===== src/hdf_pkg.sv =====
`default_nettype none
package hdf_pkg;

   localparam int TEXT_MAX_LEN   = 4;
   localparam int TEXT_REG_CHARS = 4;
   localparam int TEXT_LEN_CLAMP = (TEXT_MAX_LEN < TEXT_REG_CHARS) ? TEXT_MAX_LEN : TEXT_REG_CHARS;
   localparam int LEN_W          = 3;
   localparam int CHAR_IDX_W     = $clog2(TEXT_REG_CHARS);
   localparam int LINE_W         = 16;
   localparam int GROUP_W        = 8;
   localparam int QUEUE_DEPTH_DEFAULT = 4;
   localparam int NUM_SEGS       = 6;

   localparam logic [7:0] NEWLINE_CHAR = 8'h0a;
   localparam logic [LINE_W-1:0] LINE_SAT = '1;

   typedef enum logic [1:0] {
      CMD_DATA    = 2'd0,
      CMD_FINISH  = 2'd1,
      CMD_RESTART = 2'd2
   } cmd_type;

   typedef enum logic [2:0] {
      CSR_GROUP_LEN   = 3'd0,
      CSR_LINE_LEN    = 3'd1,
      CSR_LINE_FLAGS  = 3'd2,
      CSR_PREFIX      = 3'd3,
      CSR_SUFFIX      = 3'd4,
      CSR_SEPARATOR   = 3'd5,
      CSR_TEXT_LENGTHS = 3'd6
   } csr_index_type;

   // Text segments of one item, in output order
   typedef enum logic [2:0] {
      SEG_SUFFIX   = 3'd0,
      SEG_POST_SEP = 3'd1,
      SEG_NEWLINE  = 3'd2,
      SEG_LEAD_SEP = 3'd3,
      SEG_PREFIX   = 3'd4,
      SEG_HEX      = 3'd5
   } seg_type;

   typedef logic [TEXT_REG_CHARS-1:0][7:0] text_type;

   typedef struct packed {
      logic [GROUP_W-1:0] group_len_max;
      logic [LINE_W-1:0]  line_len_max;
      logic [1:0]         line_flags;
      text_type           prefix_text;
      text_type           suffix_text;
      text_type           separator_text;
      logic [8:0]         text_lengths;
   } cfg_type;

   typedef struct packed {
      logic [NUM_SEGS-1:0] segs;
      logic [7:0]          data_byte;
   } entry_type;

   function automatic logic [LEN_W-1:0] clamp_len(input logic [LEN_W-1:0] field);
      logic [LEN_W-1:0] lim;
      lim = LEN_W'(TEXT_LEN_CLAMP);
      return (field > lim) ? lim : field;
   endfunction

endpackage
`default_nettype wire


===== src/hdf_req_if.sv =====
`default_nettype none
interface hdf_req_if;
   logic       valid;
   logic       ready;
   logic [1:0] command;
   logic [7:0] data_byte;

   modport source(output valid, command, data_byte, input ready);
   modport sink(input valid, command, data_byte, output ready);
endinterface
`default_nettype wire


===== src/hdf_rsp_if.sv =====
`default_nettype none
interface hdf_rsp_if;
   logic       valid;
   logic       ready;
   logic [7:0] out_char;
   logic       last;

   modport source(output valid, out_char, last, input ready);
   modport sink(input valid, out_char, last, output ready);
endinterface
`default_nettype wire


===== src/hdf_front.sv =====
`default_nettype none
module hdf_front (
   input  wire logic            clock,
   input  wire logic            reset,
   hdf_req_if.sink              req,
   input  wire hdf_pkg::cfg_type cfg,
   input  wire logic            q_full,
   output logic                 q_push,
   output hdf_pkg::entry_type   q_entry
);
   import hdf_pkg::*;

   logic [GROUP_W-1:0] group_count_ff, group_count_in;
   logic [LINE_W-1:0]  line_count_ff, line_count_in;

   logic               accept;
   logic [LEN_W-1:0]   plen, slen, seplen, slen_if, post_len, pre_len;
   logic [GROUP_W-1:0] gmax;
   logic               pre, post, sfx, start, wrap, lc1_nz;
   logic [9:0]         need_const;
   logic [17:0]        need;
   logic [4:0]         nowrap_small, wrap_small;
   logic [16:0]        nowrap_sum;
   logic [LINE_W-1:0]  lc_data;

   assign req.ready = !q_full;
   assign accept    = req.valid && req.ready;

   assign plen   = clamp_len(cfg.text_lengths[2:0]);
   assign slen   = clamp_len(cfg.text_lengths[5:3]);
   assign seplen = clamp_len(cfg.text_lengths[8:6]);
   assign pre    = cfg.line_flags[0];
   assign post   = cfg.line_flags[1];
   assign gmax   = (cfg.group_len_max == '0) ? GROUP_W'(1) : cfg.group_len_max;
   assign post_len = post ? seplen : '0;
   assign pre_len  = pre ? seplen : '0;

   // Fixed part of the width check for a new group
   assign need_const = 10'(plen) + {1'b0, gmax, 1'b0} + 10'(slen) + 10'(post_len);

   assign sfx     = group_count_ff >= gmax;
   assign start   = sfx || (group_count_ff == '0);
   assign slen_if = sfx ? slen : '0;
   assign lc1_nz  = (line_count_ff != '0) || (slen_if != '0);

   assign need = 18'(line_count_ff) + 18'(slen_if) + 18'(need_const);
   assign wrap = start && (cfg.line_len_max != '0) && (need > 18'(cfg.line_len_max));

   // Line length both ways, then pick: no dependency on the wrap compare
   assign nowrap_small = start ? (5'((lc1_nz || pre) ? seplen : '0) + 5'(plen) + 5'd2) : 5'd2;
   assign nowrap_sum   = 17'(line_count_ff) + 17'(slen_if) + 17'(nowrap_small);
   assign wrap_small   = 5'(pre_len) + 5'(plen) + 5'd2;
   assign lc_data = wrap ? LINE_W'(wrap_small)
                         : ((nowrap_sum > 17'(LINE_SAT)) ? LINE_SAT : nowrap_sum[LINE_W-1:0]);

   always_comb begin
      group_count_in    = group_count_ff;
      line_count_in     = line_count_ff;
      q_push            = 1'b0;
      q_entry.segs      = '0;
      q_entry.data_byte = req.data_byte;
      if (accept) begin
         case (req.command)
            CMD_DATA: begin
               q_push                  = 1'b1;
               q_entry.segs[SEG_SUFFIX]   = sfx;
               q_entry.segs[SEG_POST_SEP] = wrap && post;
               q_entry.segs[SEG_NEWLINE]  = wrap;
               q_entry.segs[SEG_LEAD_SEP] = start && (wrap ? pre : (lc1_nz || pre));
               q_entry.segs[SEG_PREFIX]   = start;
               q_entry.segs[SEG_HEX]      = 1'b1;
               group_count_in = start ? GROUP_W'(1) : group_count_ff + GROUP_W'(1);
               line_count_in  = lc_data;
            end
            CMD_FINISH: begin
               q_push                  = 1'b1;
               q_entry.segs[SEG_SUFFIX]   = 1'b1;
               q_entry.segs[SEG_POST_SEP] = post;
               q_entry.segs[SEG_NEWLINE]  = 1'b1;
               group_count_in = '0;
               line_count_in  = '0;
            end
            CMD_RESTART: begin
               group_count_in = '0;
               line_count_in  = '0;
            end
            default: begin
            end
         endcase
      end
   end

   always_ff @(posedge clock) begin
      if (reset) begin
         group_count_ff <= '0;
         line_count_ff  <= '0;
      end else begin
         group_count_ff <= group_count_in;
         line_count_ff  <= line_count_in;
      end
   end

   a_data_opens_group: assert property (@(posedge clock) disable iff (reset)
      (accept && req.command == CMD_DATA) |=> (group_count_ff != '0 && line_count_ff >= 2))
      else $error("group or line count wrong after a data beat");

endmodule
`default_nettype wire


===== src/hdf_queue.sv =====
`default_nettype none
module hdf_queue #(
   parameter int DEPTH = hdf_pkg::QUEUE_DEPTH_DEFAULT
) (
   input  wire logic              clock,
   input  wire logic              reset,
   input  wire logic              push,
   input  wire hdf_pkg::entry_type push_entry,
   output logic                   full,
   input  wire logic              pop,
   output hdf_pkg::entry_type     head,
   output logic                   empty
);
   import hdf_pkg::*;

   localparam int PTR_W = (DEPTH > 1) ? $clog2(DEPTH) : 1;
   localparam int CNT_W = $clog2(DEPTH + 1);

   entry_type          slots_ff [DEPTH];
   logic [PTR_W-1:0]   wr_ptr_ff, wr_ptr_in, rd_ptr_ff, rd_ptr_in;
   logic [CNT_W-1:0]   count_ff, count_in;

   assign full  = count_ff == CNT_W'(DEPTH);
   assign empty = count_ff == '0;
   assign head  = slots_ff[rd_ptr_ff];

   always_comb begin
      wr_ptr_in = wr_ptr_ff;
      rd_ptr_in = rd_ptr_ff;
      count_in  = count_ff;
      if (push) begin
         wr_ptr_in = (wr_ptr_ff == PTR_W'(DEPTH - 1)) ? '0 : wr_ptr_ff + PTR_W'(1);
      end
      if (pop) begin
         rd_ptr_in = (rd_ptr_ff == PTR_W'(DEPTH - 1)) ? '0 : rd_ptr_ff + PTR_W'(1);
      end
      if (push && !pop) begin
         count_in = count_ff + CNT_W'(1);
      end else if (pop && !push) begin
         count_in = count_ff - CNT_W'(1);
      end
   end

   always_ff @(posedge clock) begin
      if (reset) begin
         wr_ptr_ff <= '0;
         rd_ptr_ff <= '0;
         count_ff  <= '0;
      end else begin
         wr_ptr_ff <= wr_ptr_in;
         rd_ptr_ff <= rd_ptr_in;
         count_ff  <= count_in;
      end
   end

   always_ff @(posedge clock) begin
      if (push) begin
         slots_ff[wr_ptr_ff] <= push_entry;
      end
   end

   a_no_overflow: assert property (@(posedge clock) disable iff (reset)
      push |-> (!full || pop))
      else $error("queue written while full");

   a_no_underflow: assert property (@(posedge clock) disable iff (reset)
      pop |-> !empty)
      else $error("queue read while empty");

endmodule
`default_nettype wire


===== src/hdf_back.sv =====
`default_nettype none
module hdf_back (
   input  wire logic              clock,
   input  wire logic              reset,
   input  wire hdf_pkg::cfg_type  cfg,
   input  wire hdf_pkg::entry_type head,
   input  wire logic              q_empty,
   output logic                   q_pop,
   hdf_rsp_if.source              rsp
);
   import hdf_pkg::*;

   function automatic logic [7:0] hex_digit(input logic [3:0] v);
      return (v < 4'd10) ? (8'h30 + 8'(v)) : (8'h61 + 8'(v) - 8'd10);
   endfunction

   logic                  busy_ff, busy_in;
   logic [NUM_SEGS-1:0]   mask_ff, mask_in;
   logic [CHAR_IDX_W-1:0] idx_ff, idx_in;
   logic [7:0]            byte_ff, byte_in;
   logic                  rsp_valid_ff, rsp_valid_in;
   logic [7:0]            rsp_char_ff, rsp_char_in;
   logic                  rsp_last_ff, rsp_last_in;

   logic [LEN_W-1:0]      seg_len [NUM_SEGS];
   logic [NUM_SEGS-1:0]   nonempty, cur_mask, next_mask;
   seg_type               cur_seg;
   logic [7:0]            cur_byte, cur_char;
   logic                  have, step, seg_done, is_last;

   always_comb begin
      seg_len[SEG_SUFFIX]   = clamp_len(cfg.text_lengths[5:3]);
      seg_len[SEG_POST_SEP] = clamp_len(cfg.text_lengths[8:6]);
      seg_len[SEG_NEWLINE]  = LEN_W'(1);
      seg_len[SEG_LEAD_SEP] = clamp_len(cfg.text_lengths[8:6]);
      seg_len[SEG_PREFIX]   = clamp_len(cfg.text_lengths[2:0]);
      seg_len[SEG_HEX]      = LEN_W'(2);
      for (int i = 0; i < NUM_SEGS; i++) begin
         nonempty[i] = seg_len[i] != '0;
      end
   end

   // Start the next entry straight from the queue head, with no gap after the previous one
   assign cur_mask = busy_ff ? mask_ff : (head.segs & nonempty);
   assign cur_byte = busy_ff ? byte_ff : head.data_byte;

   always_comb begin
      cur_seg = SEG_SUFFIX;
      for (int i = NUM_SEGS - 1; i >= 0; i--) begin
         if (cur_mask[i]) begin
            cur_seg = seg_type'(3'(i));
         end
      end
   end

   always_comb begin
      case (cur_seg)
         SEG_SUFFIX:   cur_char = cfg.suffix_text[idx_ff];
         SEG_POST_SEP: cur_char = cfg.separator_text[idx_ff];
         SEG_NEWLINE:  cur_char = NEWLINE_CHAR;
         SEG_LEAD_SEP: cur_char = cfg.separator_text[idx_ff];
         SEG_PREFIX:   cur_char = cfg.prefix_text[idx_ff];
         SEG_HEX:      cur_char = hex_digit(idx_ff[0] ? cur_byte[3:0] : cur_byte[7:4]);
         default:      cur_char = NEWLINE_CHAR;
      endcase
   end

   assign seg_done = (LEN_W'(idx_ff) + LEN_W'(1)) == seg_len[cur_seg];

   always_comb begin
      next_mask = cur_mask;
      if (seg_done) begin
         next_mask[cur_seg] = 1'b0;
      end
   end

   assign is_last = next_mask == '0;
   assign have    = busy_ff || !q_empty;
   assign step    = have && (!rsp_valid_ff || rsp.ready);
   assign q_pop   = step && !busy_ff;

   always_comb begin
      busy_in      = busy_ff;
      mask_in      = mask_ff;
      idx_in       = idx_ff;
      byte_in      = byte_ff;
      rsp_valid_in = rsp_valid_ff;
      rsp_char_in  = rsp_char_ff;
      rsp_last_in  = rsp_last_ff;
      if (step) begin
         busy_in      = !is_last;
         mask_in      = next_mask;
         idx_in       = seg_done ? '0 : idx_ff + CHAR_IDX_W'(1);
         byte_in      = cur_byte;
         rsp_valid_in = 1'b1;
         rsp_char_in  = cur_char;
         rsp_last_in  = is_last;
      end else if (rsp.ready) begin
         rsp_valid_in = 1'b0;
      end
   end

   always_ff @(posedge clock) begin
      if (reset) begin
         busy_ff      <= 1'b0;
         mask_ff      <= '0;
         idx_ff       <= '0;
         rsp_valid_ff <= 1'b0;
      end else begin
         busy_ff      <= busy_in;
         mask_ff      <= mask_in;
         idx_ff       <= idx_in;
         rsp_valid_ff <= rsp_valid_in;
      end
   end

   always_ff @(posedge clock) begin
      byte_ff     <= byte_in;
      rsp_char_ff <= rsp_char_in;
      rsp_last_ff <= rsp_last_in;
   end

   assign rsp.valid    = rsp_valid_ff;
   assign rsp.out_char = rsp_char_ff;
   assign rsp.last     = rsp_last_ff;

   a_busy_has_work: assert property (@(posedge clock) disable iff (reset)
      busy_ff |-> (mask_ff != '0))
      else $error("item in progress with no segments left");

   a_busy_not_last: assert property (@(posedge clock) disable iff (reset)
      (busy_ff && rsp_valid_ff) |-> !rsp_last_ff)
      else $error("last beat sent while item still in progress");

endmodule
`default_nettype wire


===== src/hex_dump_formatter_core.sv =====
`default_nettype none
// Hex dump text formatter.
// req: one beat per command. CMD_DATA encodes data_byte as two lowercase hex
//   digits, with group suffix, separators, newline and prefix around it as the
//   group and line counters call for. CMD_FINISH closes the group and line.
//   CMD_RESTART clears the counters and sends nothing; command 3 is dropped.
// rsp: one ASCII character per beat; last marks the final character of a
//   request. A data or finish request yields 1 to 19 characters.
// csr: write csr_wdata to register csr_index when csr_write_en is high. Write
//   only while no request is in flight.
// Flow: the front end classifies a request in the cycle it is accepted and
//   queues a segment plan; the first character reaches rsp through the plan
//   queue and the output register. While rsp.ready is high the back end sends
//   one character per cycle (a data byte inside a group makes 2), and it
//   moves straight to the next queued plan with no gap.
// Stall: with rsp.ready low the output register holds, the plan queue
//   (QUEUE_DEPTH entries) fills, then req.ready drops.
// Reset: registers go to their defaults (group length 1, rest zero), counters
//   clear, queue and output register empty.
module hex_dump_formatter_core #(
   parameter int QUEUE_DEPTH = hdf_pkg::QUEUE_DEPTH_DEFAULT
) (
   input  wire logic        clock,
   input  wire logic        reset,
   hdf_req_if.sink          req,
   hdf_rsp_if.source        rsp,
   input  wire logic        csr_write_en,
   input  wire logic [2:0]  csr_index,
   input  wire logic [31:0] csr_wdata
);
   import hdf_pkg::*;

   cfg_type   cfg_ff, cfg_in;
   entry_type push_entry, head;
   logic      q_push, q_pop, q_full, q_empty;

   always_comb begin
      cfg_in = cfg_ff;
      if (csr_write_en) begin
         case (csr_index)
            CSR_GROUP_LEN:    cfg_in.group_len_max  = csr_wdata[GROUP_W-1:0];
            CSR_LINE_LEN:     cfg_in.line_len_max   = csr_wdata[LINE_W-1:0];
            CSR_LINE_FLAGS:   cfg_in.line_flags     = csr_wdata[1:0];
            CSR_PREFIX:       cfg_in.prefix_text    = csr_wdata;
            CSR_SUFFIX:       cfg_in.suffix_text    = csr_wdata;
            CSR_SEPARATOR:    cfg_in.separator_text = csr_wdata;
            CSR_TEXT_LENGTHS: cfg_in.text_lengths   = csr_wdata[8:0];
            default: begin
            end
         endcase
      end
   end

   always_ff @(posedge clock) begin
      if (reset) begin
         cfg_ff <= '{group_len_max: GROUP_W'(1), default: '0};
      end else begin
         cfg_ff <= cfg_in;
      end
   end

   hdf_front u_front (
      .clock   (clock),
      .reset   (reset),
      .req     (req),
      .cfg     (cfg_ff),
      .q_full  (q_full),
      .q_push  (q_push),
      .q_entry (push_entry)
   );

   hdf_queue #(
      .DEPTH (QUEUE_DEPTH)
   ) u_queue (
      .clock      (clock),
      .reset      (reset),
      .push       (q_push),
      .push_entry (push_entry),
      .full       (q_full),
      .pop        (q_pop),
      .head       (head),
      .empty      (q_empty)
   );

   hdf_back u_back (
      .clock   (clock),
      .reset   (reset),
      .cfg     (cfg_ff),
      .head    (head),
      .q_empty (q_empty),
      .q_pop   (q_pop),
      .rsp     (rsp)
   );

endmodule
`default_nettype wire


===== src/flat_wrapper.sv =====
// flat-port wrapper written by rule: the top's interface ports become plain ports
module hex_dump_formatter_core_flat import hdf_pkg::*;
#(
   parameter int QUEUE_DEPTH = hdf_pkg::QUEUE_DEPTH_DEFAULT
)
  (clock, reset, csr_write_en, csr_index, csr_wdata, req_valid, req_command, req_data_byte, req_ready, rsp_valid, rsp_out_char, rsp_last, rsp_ready);
  hdf_req_if req_i ();
  hdf_rsp_if rsp_i ();
  input  wire logic clock;
  input  wire logic reset;
  input  wire logic csr_write_en;
  input  wire logic [2:0] csr_index;
  input  wire logic [31:0] csr_wdata;
  input wire logic [$bits(req_i.valid)-1:0] req_valid;
  input wire logic [$bits(req_i.command)-1:0] req_command;
  input wire logic [$bits(req_i.data_byte)-1:0] req_data_byte;
  output wire logic [$bits(req_i.ready)-1:0] req_ready;
  output wire logic [$bits(rsp_i.valid)-1:0] rsp_valid;
  output wire logic [$bits(rsp_i.out_char)-1:0] rsp_out_char;
  output wire logic [$bits(rsp_i.last)-1:0] rsp_last;
  input wire logic [$bits(rsp_i.ready)-1:0] rsp_ready;
  assign req_i.valid = req_valid;
  assign req_i.command = req_command;
  assign req_i.data_byte = req_data_byte;
  assign req_ready = req_i.ready;
  assign rsp_valid = rsp_i.valid;
  assign rsp_out_char = rsp_i.out_char;
  assign rsp_last = rsp_i.last;
  assign rsp_i.ready = rsp_ready;
  hex_dump_formatter_core #(.QUEUE_DEPTH(QUEUE_DEPTH)) u_core (.clock(clock), .reset(reset), .req(req_i), .rsp(rsp_i), .csr_write_en(csr_write_en), .csr_index(csr_index), .csr_wdata(csr_wdata));
endmodule

===== config.mk =====
export PLATFORM = sky130hd
export DESIGN_NAME = hex_dump_formatter_core_flat
export DESIGN_NICKNAME = d
export VERILOG_FILES = /design/src/hdf_pkg.sv /design/src/hdf_req_if.sv /design/src/hdf_rsp_if.sv /design/src/hdf_front.sv /design/src/hdf_queue.sv /design/src/hdf_back.sv /design/src/hex_dump_formatter_core.sv /design/src/flat_wrapper.sv
export SDC_FILE = /design/constraint.sdc
export NUM_CORES = 1
export LEC_CHECK = 0
export ABC_CLOCK_PERIOD_IN_PS = 6900
export BUFFER_PORTS_ARGS = -buffer_cell sky130_fd_sc_hd__buf_2
export CAP_MARGIN = 20
export CORE_ASPECT_RATIO = 0.7
export CORE_MARGIN = 5
export CORE_UTILIZATION = 40
export CTS_CLUSTER_DIAMETER = 40
export DETAILED_ROUTE_END_ITERATION = 10
export SLEW_MARGIN = 20
export SYNTH_ARGS = -nofsm -noshare
export SYNTH_HDL_FRONTEND = slang
export SYNTH_HIERARCHICAL = 1
export SYNTH_SLANG_ARGS = --single-unit

===== constraint.sdc =====
create_clock -name clock -period 6.9 [get_ports clock]
set_clock_uncertainty 0.1 [all_clocks]
set_input_delay 1.38 -clock clock [delete_from_list [all_inputs] [get_ports clock]]
set_output_delay 1.38 -clock clock [all_outputs]
set_load 0.05 [all_outputs]

-- Word-level counts from Yosys, hierarchy flattened
Memory sizes are Yosys's and may differ from the RTL's. A register that Yosys moved wholly into a read port is not among the register bits.
Cells that the tools add are included.
- $lt $le $gt $ge: 11
- bitwise logic cells: 4
- reduce and logical (&&, ||, !) cells: 49
- add/subtract/negate cells: 21
- equal/unequal tests: 16
- muxes and demuxes: 54
- operator list (cell ; count):
    2-to-1 mux 8 bit ; 7
    2-to-1 mux 3 bit ; 18
    binary-select mux 8 bit (select 2 bit) ; 3
    adder 16 x 3 -> 17 bit ; 2
    2-to-1 mux 16 bit ; 2
    one-hot mux 16 bit (2 select lines) ; 1
    one-hot mux 8 bit (4 select lines) ; 1
    nonzero test 16 bit ; 2
    adder 10 x 3 -> 10 bit ; 2
    adder 17 x 10 -> 18 bit ; 1
    equality test 3 bit, second input constant ; 6
    greater-than comparator 18 x 16 -> 1 bit ; 1
    2-to-1 mux 6 bit ; 3
    adder 17 x 5 -> 17 bit ; 1
    greater-than comparator 17 x 16 -> 1 bit, second input constant ; 1
    logical NOT 8 bit ; 2
    one-hot mux 8 bit (2 select lines) ; 1
    AND reduction 2 bit ; 8
    AND 6 bit ; 2
    nonzero test 3 bit ; 4
    adder 3 x 9 -> 10 bit ; 1
    adder 4 x 2 -> 5 bit, second input constant ; 2
    logical AND 1 bit ; 10
    2-to-1 mux 2 bit ; 5
    36 further kinds ; 69
- bits in registers: 189
- input bits: 50
- RAM bits: 56
- logic and storage cells: 184
- output and inout port bits: 11
- memories kept: 1
- memory list (name ; words ; width ; rd ports ; clocked after Yosys merged registers in ; write ports ; line ; source):
    u_core.u_queue.slots_ff ; 4 ; 14 ; 1 ; 1 ; 1 ; hdf_queue.sv:19 ; entry_type slots_ff [DEPTH];

-- Depth between registers and ports, before layout
- word-level depth: 20
- depth in mapped cells: 33

-- Cells and area by module
Netlist, hierarchy kept.
- by module, submodules not included (module ; area each (µm²) ; cells an instance ; instances):
    hex_dump_formatter_core ; 5197.5 ; 469 ; 1
    hdf_front ; 3839.9 ; 470 ; 1
    hdf_queue ; 2488.6 ; 117 ; 1
    hdf_back ; 2381.0 ; 225 ; 1

-- Worst setup path before layout
OpenSTA, ideal clock, no wires.
- path type: register to register
- start: register u_core/cfg_ff[128] in the netlist's numbering
- end: memory u_core/u_queue/slots_ff[0][9] in the netlist's numbering (data pin)
- library setup time: 266 ps
- cell stages (with the launch flop): 33
- arrival: 6249 ps
- buffers on the path: 1
- path slack: 286 ps
- cell sequence: dfxtp_1 nor4_1 a41o_1 ha_1 nor2b_1 o21ai_0 a221oi_2 o21ai_2 nand2_1 inv_1 fa_1 fa_1 inv_1 fa_1 inv_1 ha_1 inv_1 fa_1 nor2b_1 o31a_1 nor2b_1 o31ai_2 nand3_1 xnor2_1 ha_1 o21ai_0 a21oi_1 nor4_2 a2bb2oi_2 nor2_2 buf_4 a21oi_1 nor2_1
- RTL lines (what ; line ; source):
    start: declaration ; hex_dump_formatter_core.sv:33 ; cfg_type cfg_ff, cfg_in;
    start signal: assignment ; hex_dump_formatter_core.sv:58 ; cfg_ff <= cfg_in;
    end: declaration ; hdf_queue.sv:19 ;

-- Worst setup path in the final report
- start: register u_core/cfg_ff[124] in the netlist's numbering
- end: register u_core.u_front.line_count_ff[3]
- longest elaborated chain between the ends: 16
- elaborated cells between the ends (all ways): 26
- classes of those cells: 9 x add/sub; 3 x order compare; 7 x mux; 7 x reduce/logical
- ends and longest elaborated chain (what ; line ; source):
    logical NOT 8 bit ; hdf_front.sv:34 ; assign gmax = (cfg.group_len_max == '0) ? GROUP_W'(1) : cfg.group_len_max;
    2-to-1 mux 8 bit (*) ; hdf_front.sv:34 ;
    greater-or-equal comparator 8 bit ; hdf_front.sv:41 ; assign sfx = group_count_ff >= gmax;
    2-to-1 mux 3 bit ; hdf_front.sv:43 ; assign slen_if = sfx ? slen : '0;
    nonzero test 3 bit ; hdf_front.sv:44 ; assign lc1_nz = (line_count_ff != '0) || (slen_if != '0);
    logical OR 1 bit ; hdf_front.sv:44 ;
    logical OR 1 bit ; hdf_front.sv:50 ; assign nowrap_small = start ? (5'((lc1_nz || pre) ? seplen : '0) + 5'(plen) + 5'd2) : 5'd2;
    2-to-1 mux 3 bit ; hdf_front.sv:50 ;
    adder 3 x 3 -> 4 bit ; hdf_front.sv:50 ;
    adder 4 x 2 -> 5 bit ; hdf_front.sv:50 ;
    2-to-1 mux 5 bit ; hdf_front.sv:50 ;
    adder 17 x 5 -> 17 bit ; hdf_front.sv:51 ; assign nowrap_sum = 17'(line_count_ff) + 17'(slen_if) + 17'(nowrap_small);
    greater-than comparator 17 x 16 -> 1 bit ; hdf_front.sv:54 ; : ((nowrap_sum > 17'(LINE_SAT)) ? LINE_SAT : nowrap_sum[LINE_W-1:0]);
    2-to-1 mux 16 bit ; hdf_front.sv:54 ;
    2-to-1 mux 16 bit (*) ; hdf_front.sv:53 ; assign lc_data = wrap ? LINE_W'(wrap_small)
    one-hot mux 16 bit (2 select lines) (*) ; hdf_front.sv:63 ; case (req.command)
    end signal: assignment ; hdf_front.sv:99 ; line_count_ff <= line_count_in;
    end: declaration ; hdf_front.sv:14 ; logic [LINE_W-1:0] line_count_ff, line_count_in;
Every way passes the cells marked *; elsewhere a longest branch is shown, timed or not.
A chain may end at the register's enable or synchronous reset.

==> results.md <==
- Outcome: completed
- Tcrit/Tclk final: 96.7%
- Clock-pin slew on the worst setup and hold paths: 0.06 ns
- Setup crit start kind: flip-flop
- Overflow after GRT: 0
- Min-Delay Startpoint: u_core/u_back/mask_ff[5]$_SDFFE_PP0P_
- RSZ-0062 raised after global routing: yes
- Post-Syn Nets: 1435
- Final min period: 6.68 ns
- Worst vdd ir: 198 uV
- Vias per Instance: 5.31
- Slew Viols, Final: 0
- Crit. End Element: flip-flop
- CP arrival: 7.00 ns
- Final TNS setup: 0 ns
- Vias in the first global route: 9461
- Clk Latency, worst-skew pair: 0.55 ns
- Area delta synth->final: 14.3%
- LEAKAGE: 6.69 nW
- Nets: 1496
- Site Rows: 57
- Avg Cell Area, Syn: 10.9 um^2
- Yosys reg bits: 247
- Post-Syn Area: 13900 um^2
- Min-Delay Path Class: flip-flop to flip-flop
- Fraction of layout cells with a size suffix above 1: 18.9%
- ANT cells: 0
- H-tree depth: 1
- Clock Sinks: 247
- Pwr Density: 287 nW/um^2
- Fin Hold WS: 0.351 ns
- Crit-path leading delay family: adder cells
- Asr flop ratio synth: 0%
- Initial antenna violation count: 0
- Post-synth EDFFs: 73
- Crit path max fanout: 5
- Routed WL: 34700 um
- Hold Path Stages: 2
- Die area: 38700 um^2
- CTS Buf Count: 30
- Critical path's slowest cell: fa_2
- Final ANT Viol Nets: 0
- Setup violators final: 0
- Drt drc: 0
- Slew HR: 29.3%
- CTS Hold Bufs: 0
- Max Fclk: 150 MHz
- Initial core utilization: 40.3%
- Total number of vias: 9765
- Die Y: 166 um
- R2R Setup Slk: 0.22 ns
- Worst Hold End: u_core/u_back/mask_ff[5]$_SDFFE_PP0P_
- Routability cong.: 0.901
- Final Instance Count excl. Fillers: 1838
- Req. time, crit path: 7.23 ns
- HPWL after detailed placement: 24300 um
- CP peak stage delay: 0.56 ns
- Worst r2r dst: u_core/u_front/line_count_ff[3]$_SDFFE_PP0P_
- Tightest Pin Transition: 1.06 ns
- DR pass1 iterations: 5
- Cell mode on critical path: inv_2
- Overall routing resource usage: 17.8%
- Sequential area share after synthesis: 40.8%
- Inst Count DP: 1773
- PortBufs: 60
- Yosys Warn Count: 6
- Number of max-cap violations: 0
- Mapped Cells: 1281
- Most frequent cells in the layout: nand2b_1 (172), dfxtp_1 (172), mux2i_1 (143)
- Die Width: 233 um
- Max clock buf depth: 3
- Top_reg_cell synth: dfxtp_1
- First-pass GRT wire length: 55400 um
- Reg-to-reg startpoint: u_core/cfg_ff[124]$_SDFFE_PP0P_
- Critical path class: flip-flop to flip-flop
- Largest net degree at the start of global routing: 198
- TritonCTS clock tree: built
- Initial drt markers: 891
- Worst Path Buf+Inv: 6
- Core Box Area: 34500 um^2
- Clock Root Buffer: clkbuf_16
- Post-layout util: 46.0%
- Worst-case reg-to-reg path depth: 33
- Post-DP Area: 14700 um^2
- Final hold vios: 0
- Finished Cell Area: 15900 um^2
- WL/cell: 18.9 um
- Top-Level Pins: 61
- Post-synth cell types: 91
-- power by group --
part	internal, W	switching [W]	total (W)
clock network	0.000892	0.000662	0.00155
logic	0.000477	0.000786	0.00126
registers	0.00165	0.0000946	0.00174
-- routing by layer --
| metal | share of wire, % | track usage (%) |
|---|---|---|
| met2 | 38 | 23.1 |
| met1 | 54 | 30.4 |
| met5 | 0 | 0 |
| met3 | 6.5 | 3.33 |
| met4 | 1.3 | 2.64 |
-- stage by stage --
step                power, W  worst slack (ns)
global route         0.00480           -0.0717
finish               0.00456             0.225
detailed placement   0.00298            -0.485
floorplan            0.00266             0.286
CTS                  0.00457          0.000455
global placement     0.00296            -0.300
-- cell families (layout without fill, tap and decap cells) --
kind of cell | count (synthesis) | count (layout) | synth area share [%]
mux | 191 | 191 | 17.4
fa+ha+maj | 104 | 104 | 10.3
xor+xnor | 19 | 19 | 1.20
flops | 247 | 247 | 40.8
simple gates | 397 | 400 | 16.9
compound gates | 173 | 173 | 8.67
buf+inv | 150 | 232 | 4.78
-- worst max path at each step --
stage | from | endpoint | slack, ns | cells past startpoint
6_report | u_core/cfg_ff[124]$_SDFFE_PP0P_ | u_core/u_front/line_count_ff[3]$_SDFFE_PP0P_ | 0.22 | 33
3_3_place_gp | u_core/cfg_ff[128]$_SDFFE_PP0P_ | u_core/u_queue/slots_ff[2][9]$_DFFE_PP_ | -0.30 | 31
2_1_floorplan | u_core/cfg_ff[128]$_SDFFE_PP0P_ | u_core/u_queue/slots_ff[0][9]$_DFFE_PP_ | 0.29 | 32
3_5_place_dp | u_core/cfg_ff[128]$_SDFFE_PP0P_ | u_core/u_queue/slots_ff[2][9]$_DFFE_PP_ | -0.48 | 31
5_1_grt | u_core/cfg_ff[124]$_SDFFE_PP0P_ | u_core/u_front/line_count_ff[13]$_SDFFE_PP0P_ | -0.07 | 32
4_1_cts | u_core/cfg_ff[128]$_SDFFE_PP0P_ | u_core/u_front/line_count_ff[13]$_SDFFE_PP0P_ | 0.0005 | 32
-- state kept, by name, summed over array words and instances (netlist names), named ones only --
name	count
u_core/u_back/byte_ff	8
u_core/u_back/idx_ff	2
u_core/u_queue/rd_ptr_ff	2
u_core/u_front/group_count_ff	8
u_core/u_back/mask_ff	6
u_core/u_queue/wr_ptr_ff	2
u_core/cfg_ff	131
u_core/u_queue/count_ff	3
u_core/u_back/rsp.valid	1
u_core/u_queue/slots_ff	56
u_core/u_back/rsp.out_char	8
u_core/u_back/rsp.last	1
u_core/u_back/busy_ff	1
u_core/u_front/line_count_ff	16
-- Yosys cell counts (4+ instances only) --
cell type,number,area [um^2]
o31ai_1,7,52.6
nor3b_1,5,37.5
mux2_2,10,113
nand4_1,9,56.3
clkbuf_1,35,131
xnor2_1,11,96.3
nor4_1,11,68.8
nor2b_1,20,125
mux4_2,34,766
nand2b_1,172,1080
a211o_1,4,35.0
nor2_1,45,169
dfxtp_1,174,3480
a311oi_1,7,61.3
o21a_1,4,30.0
a22o_1,4,35.0
and3_1,8,50.1
nand2_1,53,199
fa_1,18,360
xor2_1,8,70.1
edfxtp_1,73,2190
a21o_1,6,45.0
nor3_1,7,35.0
mux2i_1,143,1430
nand3_1,18,90.1
mux4_1,4,105
and2_1,12,75.1
o211ai_1,5,37.5
o21ai_0,30,150
o22ai_1,5,31.3
buf_2,17,85.1
buf_4,13,97.6
ha_1,86,1080
inv_1,79,297
a211oi_1,4,30.0
a21oi_1,50,250
-- final cells by class --
| type | instances | area (um^2) |
|---|---|---|
| fill | 3289 | 18600 |
| multi-input combinational | 887 | 7740 |
| inverter | 79 | 297 |
| tap | 472 | 591 |
| timing repair buffer | 97 | 597 |
| sequential | 247 | 5680 |
| clock inverter | 20 | 190 |
| clock buffer | 36 | 805 |
-- repair_timing --
item                                    in CTS  in global routing
endpoints found under the setup margin      28                 28
resized for setup                            3                 41
gates cloned                                 2                  1
pin swaps                                    1                 31
setup buffers                                1                  7
-- worst register-to-register path, delay by kind of cell, from the launching register on --
kind | cells | cell delay [ns]
buffers and inverters | 6 | 0.53
AOI/OAI and AO/OA | 11 | 1.80
xor gates and xnor gates | 1 | 0.22
adders and majority gates | 7 | 2.37
and+or+nand+nor | 7 | 1.04
muxes | 1 | 0.16
DFF | 1 | 0.33
(Power assumes the default switching activity.)
